==> src/rtl/dspv_pkg.sv <==
package dspv_pkg;

  // default accumulator width
  localparam int VALUE_BITS_DEF = 12;

  // configuration port
  localparam int CFG_IDX_BITS  = 2;
  localparam int CFG_DATA_BITS = 12;
  localparam logic [CFG_IDX_BITS-1:0] REG_MIN_YEAR = 2'd0;
  localparam logic [CFG_IDX_BITS-1:0] REG_MAX_YEAR = 2'd1;
  localparam logic [CFG_DATA_BITS-1:0] MIN_YEAR_RST = 12'd1900;
  localparam logic [CFG_DATA_BITS-1:0] MAX_YEAR_RST = 12'd2199;

  // field being read
  localparam logic [1:0] FIELD_DAY   = 2'd0;
  localparam logic [1:0] FIELD_MONTH = 2'd1;
  localparam logic [1:0] FIELD_YEAR  = 2'd2;

  // position within one number
  localparam logic [1:0] PH_BLANK = 2'd0;
  localparam logic [1:0] PH_SIGN  = 2'd1;
  localparam logic [1:0] PH_DIGIT = 2'd2;
  localparam logic [1:0] PH_STOP  = 2'd3;

  // characters
  localparam logic [7:0] CH_NUL   = 8'h00;
  localparam logic [7:0] CH_TAB   = 8'h09;
  localparam logic [7:0] CH_CR    = 8'h0D;
  localparam logic [7:0] CH_SPACE = 8'h20;
  localparam logic [7:0] CH_PLUS  = 8'h2B;
  localparam logic [7:0] CH_MINUS = 8'h2D;
  localparam logic [7:0] CH_DOT   = 8'h2E;
  localparam logic [7:0] CH_ZERO  = 8'h30;
  localparam logic [7:0] CH_NINE  = 8'h39;

  typedef struct packed {
    logic [7:0] char_code;
    logic       last_char;
  } in_item_t;

  typedef struct packed {
    logic        valid_res;
    logic [4:0]  day;
    logic [3:0]  month;
    logic [11:0] year;
  } out_item_t;

  // parser status handed to the checker
  typedef struct packed {
    logic       dots_ok;
    logic [2:0] neg;
    logic       leap;
  } parse_flags_t;

endpackage

==> src/rtl/dspv_parse.sv <==
module dspv_parse #(
  parameter int VALUE_BITS = dspv_pkg::VALUE_BITS_DEF
) (
  input  logic                   clk,
  input  logic                   rst_n,
  input  logic                   step,
  input  dspv_pkg::in_item_t     item,
  output logic [VALUE_BITS-1:0]  day_upd,
  output logic [VALUE_BITS-1:0]  month_upd,
  output logic [VALUE_BITS-1:0]  year_upd,
  output dspv_pkg::parse_flags_t flags
);
  import dspv_pkg::*;

  localparam int PROD_BITS = VALUE_BITS + 4;
  localparam int VALUE_MAX = (1 << VALUE_BITS) - 1;
  localparam logic [VALUE_BITS-1:0] VAL_SAT = VALUE_BITS'(VALUE_MAX);
  localparam logic [8:0] SAT_MOD400 = 9'(VALUE_MAX % 400);
  localparam logic [5:0] SAT_MOD40  = 6'(VALUE_MAX % 40);

  logic [1:0]            field_r, field_nxt;
  logic [1:0]            phase_r, phase_nxt;
  logic [VALUE_BITS-1:0] day_r, month_r, year_r;
  logic [2:0]            neg_r, neg_nxt;
  logic                  ended_r, ended_nxt;
  // year remainders, kept alongside the year so the leap test needs no divider
  logic [8:0]            ymod400_r, ymod400_nxt;
  logic [5:0]            ymod40_r, ymod40_nxt;

  logic [VALUE_BITS-1:0] acc, acc_new;
  logic [PROD_BITS-1:0]  prod;
  logic [3:0]            digit;
  logic                  is_digit, is_blank, sat;
  logic [7:0]            c;

  always_comb begin
    c        = item.char_code;
    digit    = c[3:0];
    is_digit = (c >= CH_ZERO) && (c <= CH_NINE);
    is_blank = (c == CH_SPACE) || ((c >= CH_TAB) && (c <= CH_CR));
    case (field_r)
      FIELD_DAY:   acc = day_r;
      FIELD_MONTH: acc = month_r;
      default:     acc = year_r;
    endcase
    prod    = (PROD_BITS'(acc) << 3) + (PROD_BITS'(acc) << 1) + PROD_BITS'(digit);
    sat     = prod > PROD_BITS'(VALUE_MAX);
    acc_new = sat ? VAL_SAT : prod[VALUE_BITS-1:0];
  end

  always_comb begin
    field_nxt   = field_r;
    phase_nxt   = phase_r;
    day_upd     = day_r;
    month_upd   = month_r;
    year_upd    = year_r;
    neg_nxt     = neg_r;
    ended_nxt   = ended_r;
    ymod400_nxt = ymod400_r;
    ymod40_nxt  = ymod40_r;
    if (!ended_r) begin
      if (c == CH_NUL) begin
        ended_nxt = 1'b1;
      end else if ((c == CH_DOT) && (field_r != FIELD_YEAR)) begin
        field_nxt = field_r + 2'd1;
        phase_nxt = PH_BLANK;
      end else if (phase_r == PH_STOP) begin
        phase_nxt = PH_STOP;
      end else if (is_digit) begin
        phase_nxt = PH_DIGIT;
        case (field_r)
          FIELD_DAY:   day_upd = acc_new;
          FIELD_MONTH: month_upd = acc_new;
          default: begin
            year_upd    = acc_new;
            ymod400_nxt = sat ? SAT_MOD400
                              : (9'(ymod40_r) << 3) + (9'(ymod40_r) << 1) + 9'(digit);
            ymod40_nxt  = sat ? SAT_MOD40
                              : (6'(year_r[1:0]) << 3) + (6'(year_r[1:0]) << 1) + 6'(digit);
          end
        endcase
      end else if ((phase_r == PH_BLANK) && is_blank) begin
        phase_nxt = PH_BLANK;
      end else if ((phase_r == PH_BLANK) && ((c == CH_PLUS) || (c == CH_MINUS))) begin
        phase_nxt = PH_SIGN;
        if (c == CH_MINUS) begin
          neg_nxt[field_r] = 1'b1;
        end
      end else begin
        phase_nxt = PH_STOP;
      end
    end
  end

  always_comb begin
    flags.dots_ok = field_nxt == FIELD_YEAR;
    flags.neg     = neg_nxt;
    flags.leap    = (ymod400_nxt == 9'd0) ||
                    ((year_upd[1:0] == 2'd0) && (ymod400_nxt != 9'd100) &&
                     (ymod400_nxt != 9'd200) && (ymod400_nxt != 9'd300));
  end

  always_ff @(posedge clk) begin
    if (!rst_n) begin
      field_r   <= FIELD_DAY;
      phase_r   <= PH_BLANK;
      day_r     <= '0;
      month_r   <= '0;
      year_r    <= '0;
      neg_r     <= '0;
      ended_r   <= 1'b0;
      ymod400_r <= '0;
      ymod40_r  <= '0;
    end else if (step) begin
      if (item.last_char) begin
        field_r   <= FIELD_DAY;
        phase_r   <= PH_BLANK;
        day_r     <= '0;
        month_r   <= '0;
        year_r    <= '0;
        neg_r     <= '0;
        ended_r   <= 1'b0;
        ymod400_r <= '0;
        ymod40_r  <= '0;
      end else begin
        field_r   <= field_nxt;
        phase_r   <= phase_nxt;
        day_r     <= day_upd;
        month_r   <= month_upd;
        year_r    <= year_upd;
        neg_r     <= neg_nxt;
        ended_r   <= ended_nxt;
        ymod400_r <= ymod400_nxt;
        ymod40_r  <= ymod40_nxt;
      end
    end
  end

endmodule

==> src/rtl/dspv_check.sv <==
module dspv_check #(
  parameter int VALUE_BITS = dspv_pkg::VALUE_BITS_DEF
) (
  input  logic [VALUE_BITS-1:0]                   day_v,
  input  logic [VALUE_BITS-1:0]                   month_v,
  input  logic [VALUE_BITS-1:0]                   year_v,
  input  dspv_pkg::parse_flags_t                  flags,
  input  logic [dspv_pkg::CFG_DATA_BITS-1:0]      min_year,
  input  logic [dspv_pkg::CFG_DATA_BITS-1:0]      max_year,
  output dspv_pkg::out_item_t                     res
);
  import dspv_pkg::*;

  logic [4:0] dpm;
  logic       month_small, neg_bad, ok;

  always_comb begin
    month_small = month_v <= VALUE_BITS'(12);
    dpm = 5'd0;
    if (month_small) begin
      if (month_v[3:0] inside {4'd1, 4'd3, 4'd5, 4'd7, 4'd8, 4'd10, 4'd12}) begin
        dpm = 5'd31;
      end else if (month_v[3:0] inside {4'd4, 4'd6, 4'd9, 4'd11}) begin
        dpm = 5'd30;
      end else if (month_v[3:0] == 4'd2) begin
        dpm = flags.leap ? 5'd29 : 5'd28;
      end
    end
    // a minus sign only hurts when the value is not zero
    neg_bad = (flags.neg[0] && (day_v != '0)) ||
              (flags.neg[1] && (month_v != '0)) ||
              (flags.neg[2] && (year_v != '0));
    ok = flags.dots_ok && !neg_bad && (dpm != 5'd0) && (day_v != '0) &&
         (day_v <= VALUE_BITS'(dpm)) &&
         (year_v >= VALUE_BITS'(min_year)) && (year_v <= VALUE_BITS'(max_year));
    res.valid_res = ok;
    res.day       = ok ? day_v[4:0] : 5'd0;
    res.month     = ok ? month_v[3:0] : 4'd0;
    res.year      = ok ? year_v[11:0] : 12'd0;
  end

endmodule

==> src/rtl/date_string_parse_validate_top.sv <==
// a result is stored in the result register as the last character leaves the input register
// throughput: one character per cycle while no last character waits for the result register
// the output register lets characters that end no text keep flowing while a result waits
// reset: synchronous, active low; clears parse state, pipeline valids, year range to 1900..2199
module date_string_parse_validate_top #(
  parameter int VALUE_BITS = dspv_pkg::VALUE_BITS_DEF
) (
  input  logic                               clk,
  input  logic                               rst_n,
  input  logic                               in_valid,
  output logic                               in_stall,
  input  dspv_pkg::in_item_t                 in_data,
  output logic                               out_valid,
  input  logic                               out_stall,
  output dspv_pkg::out_item_t                out_data,
  input  logic                               cfg_we,
  input  logic [dspv_pkg::CFG_IDX_BITS-1:0]  cfg_index,
  input  logic [dspv_pkg::CFG_DATA_BITS-1:0] cfg_data
);
  import dspv_pkg::*;

  // input register
  logic     in_v_r;
  in_item_t in_item_r;

  // result register
  logic      out_v_r;
  out_item_t out_item_r;
  out_item_t res;

  // year range registers
  logic [CFG_DATA_BITS-1:0] min_year_r, max_year_r;

  logic                  advance, in_take, out_take;
  logic [VALUE_BITS-1:0] day_upd, month_upd, year_upd;
  parse_flags_t          flags;

  // a character that ends a text needs room in the result register;
  // any other character moves on regardless of the output side
  assign out_take = out_v_r && !out_stall;
  assign advance  = in_v_r && (!in_item_r.last_char || !out_v_r || !out_stall);
  assign in_stall = in_v_r && !advance;
  assign in_take  = in_valid && !in_stall;

  assign out_valid = out_v_r;
  assign out_data  = out_item_r;

  always_ff @(posedge clk) begin
    if (!rst_n) begin
      in_v_r <= 1'b0;
    end else if (!in_v_r || advance) begin
      in_v_r <= in_take;
    end
  end

  always_ff @(posedge clk) begin
    if (in_take) begin
      in_item_r <= in_data;
    end
  end

  // character stage: accumulators and sign and field tracking
  dspv_parse #(
    .VALUE_BITS(VALUE_BITS)
  ) u_parse (
    .clk      (clk),
    .rst_n    (rst_n),
    .step     (advance),
    .item     (in_item_r),
    .day_upd  (day_upd),
    .month_upd(month_upd),
    .year_upd (year_upd),
    .flags    (flags)
  );

  // calendar and range check on the state after this character
  dspv_check #(
    .VALUE_BITS(VALUE_BITS)
  ) u_check (
    .day_v   (day_upd),
    .month_v (month_upd),
    .year_v  (year_upd),
    .flags   (flags),
    .min_year(min_year_r),
    .max_year(max_year_r),
    .res     (res)
  );

  // result register, refilled in the cycle it is taken
  always_ff @(posedge clk) begin
    if (!rst_n) begin
      out_v_r <= 1'b0;
    end else if (advance && in_item_r.last_char) begin
      out_v_r <= 1'b1;
    end else if (out_take) begin
      out_v_r <= 1'b0;
    end
  end

  always_ff @(posedge clk) begin
    if (advance && in_item_r.last_char) begin
      out_item_r <= res;
    end
  end

  // configuration writes; unknown indexes are dropped
  always_ff @(posedge clk) begin
    if (!rst_n) begin
      min_year_r <= MIN_YEAR_RST;
      max_year_r <= MAX_YEAR_RST;
    end else if (cfg_we) begin
      if (cfg_index == REG_MIN_YEAR) begin
        min_year_r <= cfg_data;
      end else if (cfg_index == REG_MAX_YEAR) begin
        max_year_r <= cfg_data;
      end
    end
  end

endmodule
==> config.mk <==
export PLATFORM = sky130hd
export DESIGN_NAME = date_string_parse_validate_top
export DESIGN_NICKNAME = d
export VERILOG_FILES = /design/src/rtl/dspv_pkg.sv /design/src/rtl/dspv_parse.sv /design/src/rtl/dspv_check.sv /design/src/rtl/date_string_parse_validate_top.sv
export SDC_FILE = /design/constraint.sdc
export NUM_CORES = 1
export LEC_CHECK = 0
export BUFFER_PORTS_ARGS = -buffer_cell sky130_fd_sc_hd__clkbuf_2
export CORE_MARGIN = 2
export CORE_UTILIZATION = 25
export CTS_CLUSTER_SIZE = 10
export DETAILED_ROUTE_END_ITERATION = 12
export PLACE_DENSITY = 0.48
export SKIP_LAST_GASP = 1
export SLEW_MARGIN = 40
export SYNTH_ARGS = -nofsm -noshare
export SYNTH_HDL_FRONTEND = slang
export SYNTH_SLANG_ARGS = --single-unit
==> constraint.sdc <==
create_clock -name clk -period 8.21 [get_ports clk]
set_input_delay 1.642 -clock clk [delete_from_list [all_inputs] [get_ports clk]]
set_output_delay 1.642 -clock clk [all_outputs]
set_load 0.03 [all_outputs]
==> impl_metrics.py <==
metrics = {
    "clock_network": {
        "cts_num_sinks": 116,
        "ctsHoldBuffers": 0,
        "htree_levels": 4,
        "cts_setup_buffers": 0,
        "cts_root_buf": "clkbuf_16",
        "clkTransAtPathRegs_ns": 0.06,
        "clk_path_buf_depth": 2,
        "cts_tree": "built",
        "clkLatencyLatePin_ns": 0.42,
        "cts_buffers": 17,
    },
    "pwr": {
        "p_sw_mw": 0.357,
        "clkPwrFrac_pct": 54.1,
        "p_leak_nw": 3.68,
        "power.internal_mw": 1.14,
        "power_mw": 1.49,
        "power_switching_share_pct": 23.9,
        "worst_ir_drop_vdd_mv": 0.138,
        "combPwrFrac_pct": 5.3,
        "p_per_area_nw_per_um2": 168,
        "power_frac_seq_pct": 40.6,
    },
    "sta": {
        "drv_slew": 0,
        "fin_ws_ns": 0.527,
        "rsz0062_at_grt": "no",
        "tightest_slew_ns": 0.809,
        "holdWs_ns": 0.458,
        "fin_crit_sh_pct": 93.6,
        "tns_ns": 0,
        "hold_viol_final": 0,
        "setup_viol": 0,
        "max-slew-margin-rel_pct": 45.4,
        "fin_crit_ns": 7.68,
        "skew_ns": 0.0102,
        "fmax_mhz": 130,
    },
    "yosys": {
        "async_flop_share_pct": 0,
        "synth_most_common_cell": "nand2_1",
        "synth_area_leaders": "dfxtp_1 (22%), edfxtp_1 (12%), ha_1 (11%), nand2_1 (5.2%), nor2b_1 (4.8%)",
        "synth_largest_area_cell": "dfxtp_1",
        "ys_seq_area_share_pct": 34.7,
        "synth_edf_count": 31,
        "synth-compound-area-share_pct": 23.3,
        "synth_cell_types": 79,
        "syn_area_um2": 7590,
        "synth_common_cells": "nand2_1 (105), dfxtp_1 (85), ha_1 (69)",
        "synth_seq_cells": 116,
        "muxShareOfSynthArea_pct": 0.561,
        "synth_top_family_by_area": "compound AO/OA/AOI/OAI gates",
        "synth_top_cell_area_share_pct": 22.4,
        "syn_nets": 980,
        "synth_warnings": 0,
        "syn_avg_cell_area_um2": 8.64,
        "synth_fa_ha_area_share_pct": 12.7,
        "synth_xor_area_share_pct": 1.96,
        "ys.flop_type": "dfxtp_1",
        "synthCells": 878,
        "post_synth_and_or_nand_nor_area_fraction_pct": 21.9,
    },
    "setup_path": {
        "worst_setup_path_end_kind": "register",
        "required_ns": 8.46,
        "crit_path_start_kind": "register",
        "crit_buf_inv": 4,
        "cp_max_fo": 21,
        "path_delay_family": "compound AO/OA/AOI/OAI gates",
        "critPathSlowestCell": "fa_1",
        "max_stage_delay_ns": 0.51,
        "criticalPathCategory": "register to register",
        "crit_arrival_ns": 7.93,
    },
    "die": {
        "rows": 63,
        "ioPinCount": 52,
        "die_w_um": 178,
        "dieHeight_um": 178,
        "core_area_um2": 29800,
        "dieArea_um2": 31800,
        "initial_utilization_pct": 25.5,
    },
    "hold_path": {
        "min_path_type": "register to register",
    },
    "detailed_routing": {
        "routedWlPerCell_um": 17.7,
        "viasPerCell": 4.99,
        "drt_pre_antenna_iters": 7,
        "drt.antenna.violating_nets": 0,
        "drc": 0,
        "drt-total-wl_um": 23300,
        "num_vias": 6573,
        "drtIter0Drc": 503,
    },
    "global_route": {
        "grt_pass1_wl_um": 36900,
        "grt_max_degree": 83,
        "grt_util_all_layers_pct": 15.2,
        "grt_pass1_vias": 6406,
        "grt-ovfl-total": 0,
        "antenna_found_initial": 0,
    },
    "final_layout": {
        "fill_cells": 3227,
        "antenna_cells": 0,
        "layout-drive-gt1-share_pct": 12.6,
        "synthToLayoutAreaGrowth_pct": 17.5,
        "fin_nets": 1016,
    },
    "place": {
        "gp_congestion": 0.837,
        "pre_cts_ws_ns": 0.193,
        "hpwl_um": 17300,
        "port_buffers": 51,
    },
    "flow_run": {
        "maxCapViolations": 0,
    },
    "status": {
        "status": "finished, final reports clean",
    },
}
final cells by class:
type	instances	area, um2	share of cell area [%]
repair buffers	64	353	3.96
well taps	390	488	5.47
inverters	50	188	2.11
clock buffers	17	425	4.77
clock inverters	15	203	2.27
multi-input cells	665	4630	51.9
flip-flops and latches	116	2630	29.5
tightest hold or removal path, cell delays in order, from the launching register on:
cell,delay [ns]
dfxtp_1,0.30
nand2_1,0.04
a21boi_0,0.06
stage by stage:
stage | instances | util, % | area, um2
2_1_floorplan | 878 | - | 7590
3_3_place_gp | 1285 | 27.7 | 8250
3_5_place_dp | 1285 | 27.8 | 8280
4_1_cts | 1317 | 29.9 | 8900
5_1_grt | 1317 | 29.9 | 8910
6_report | 1317 | 29.9 | 8910
power groups by stage:
stage          combinational, mW  clock, mW  sequential (mW)
2_1_floorplan             0.0479          0            0.618
3_3_place_gp              0.0787          0            0.619
3_5_place_dp              0.0791          0            0.619
4_1_cts                   0.0797      0.826            0.606
5_1_grt                   0.0878      0.852            0.608
6_report                  0.0790      0.808            0.606
path summary, 6_finish.rpt:
kind | startpoint | to | slack, ns | cells past startpoint
worst max-delay path | u_parse.field_r[0] | out_data[12] | 0.53 | 30
worst min-delay path | u_parse.ymod400_r[4] | u_parse.ymod400_r[4] | 0.46 | 2
worst max register to register | u_parse.field_r[0] | out_data[12] | 0.53 | 30
worst min register to register | u_parse.ymod400_r[4] | u_parse.ymod400_r[4] | 0.46 | 2
cell usage in the layout, fill, tap and decap left out, types with 4 or more instances in the layout:
cell / Yosys / final
nand2_1: 105 / 105
dfxtp_1: 85 / 85
ha_1: 69 / 69
nor2b_1: 58 / 58
nor2_1: 54 / 53
clkbuf_2: 0 / 51
inv_1: 50 / 49
a22oi_1: 48 / 48
a21oi_1: 33 / 33
edfxtp_1: 31 / 31
o21ai_0: 29 / 28
a21boi_0: 23 / 23
nor3_1: 20 / 20
o211ai_1: 19 / 19
a21o_1: 18 / 18
nand3_1: 17 / 17
clkbuf_16: 0 / 17
buf_4: 0 / 13
and2_1: 12 / 12
xnor2_1: 11 / 11
nand2b_1: 11 / 11
and3_1: 9 / 9
a31oi_1: 8 / 8
nor4_1: 8 / 8
or3_1: 7 / 7
nand4_1: 6 / 6
xor2_1: 6 / 6
o21a_1: 6 / 6
a41oi_1: 6 / 6
fa_1: 5 / 5
o31ai_1: 4 / 4
or4_1: 4 / 4
bufinv_16: 0 / 4
inv_6: 0 / 4
flip-flops by register name (all words and copies together) (netlist names), 2 cells and up:
signal and cells:
u_parse.neg_r 3, u_parse.ymod400_r 9, in_item_r 9, u_parse.month_r 12, u_parse.phase_r 2, u_parse.day_r 12
u_parse.field_r 2, max_year_r 12, out_data 22, u_parse.year_r 12, u_parse.ymod40_r 6, min_year_r 12
layer usage:
| layer | wire length [um] | global-route usage [%] |
|---|---|---|
| met4 | 397 | 4.64 |
| met1 | 11500 | 21.4 |
| met3 | 1190 | 2.66 |
| met2 | 10300 | 23.6 |
| met5 | 0 | 0 |
kinds of logic after synthesis:
family          after synthesis
xor+xnor                     17
compound gates              240
fa+ha+maj                    74
mux                           4
flops                       116
buf+inv                      97
simple gates                330
what timing repair did:
item | 4_1_cts | 5_1_grt
gates resized for setup | 0 | 2
setup endpoints to repair | 0 | 21
endpoints found under the hold margin | 0 | 0
Note: power is estimated with default switching activity, not from simulation.
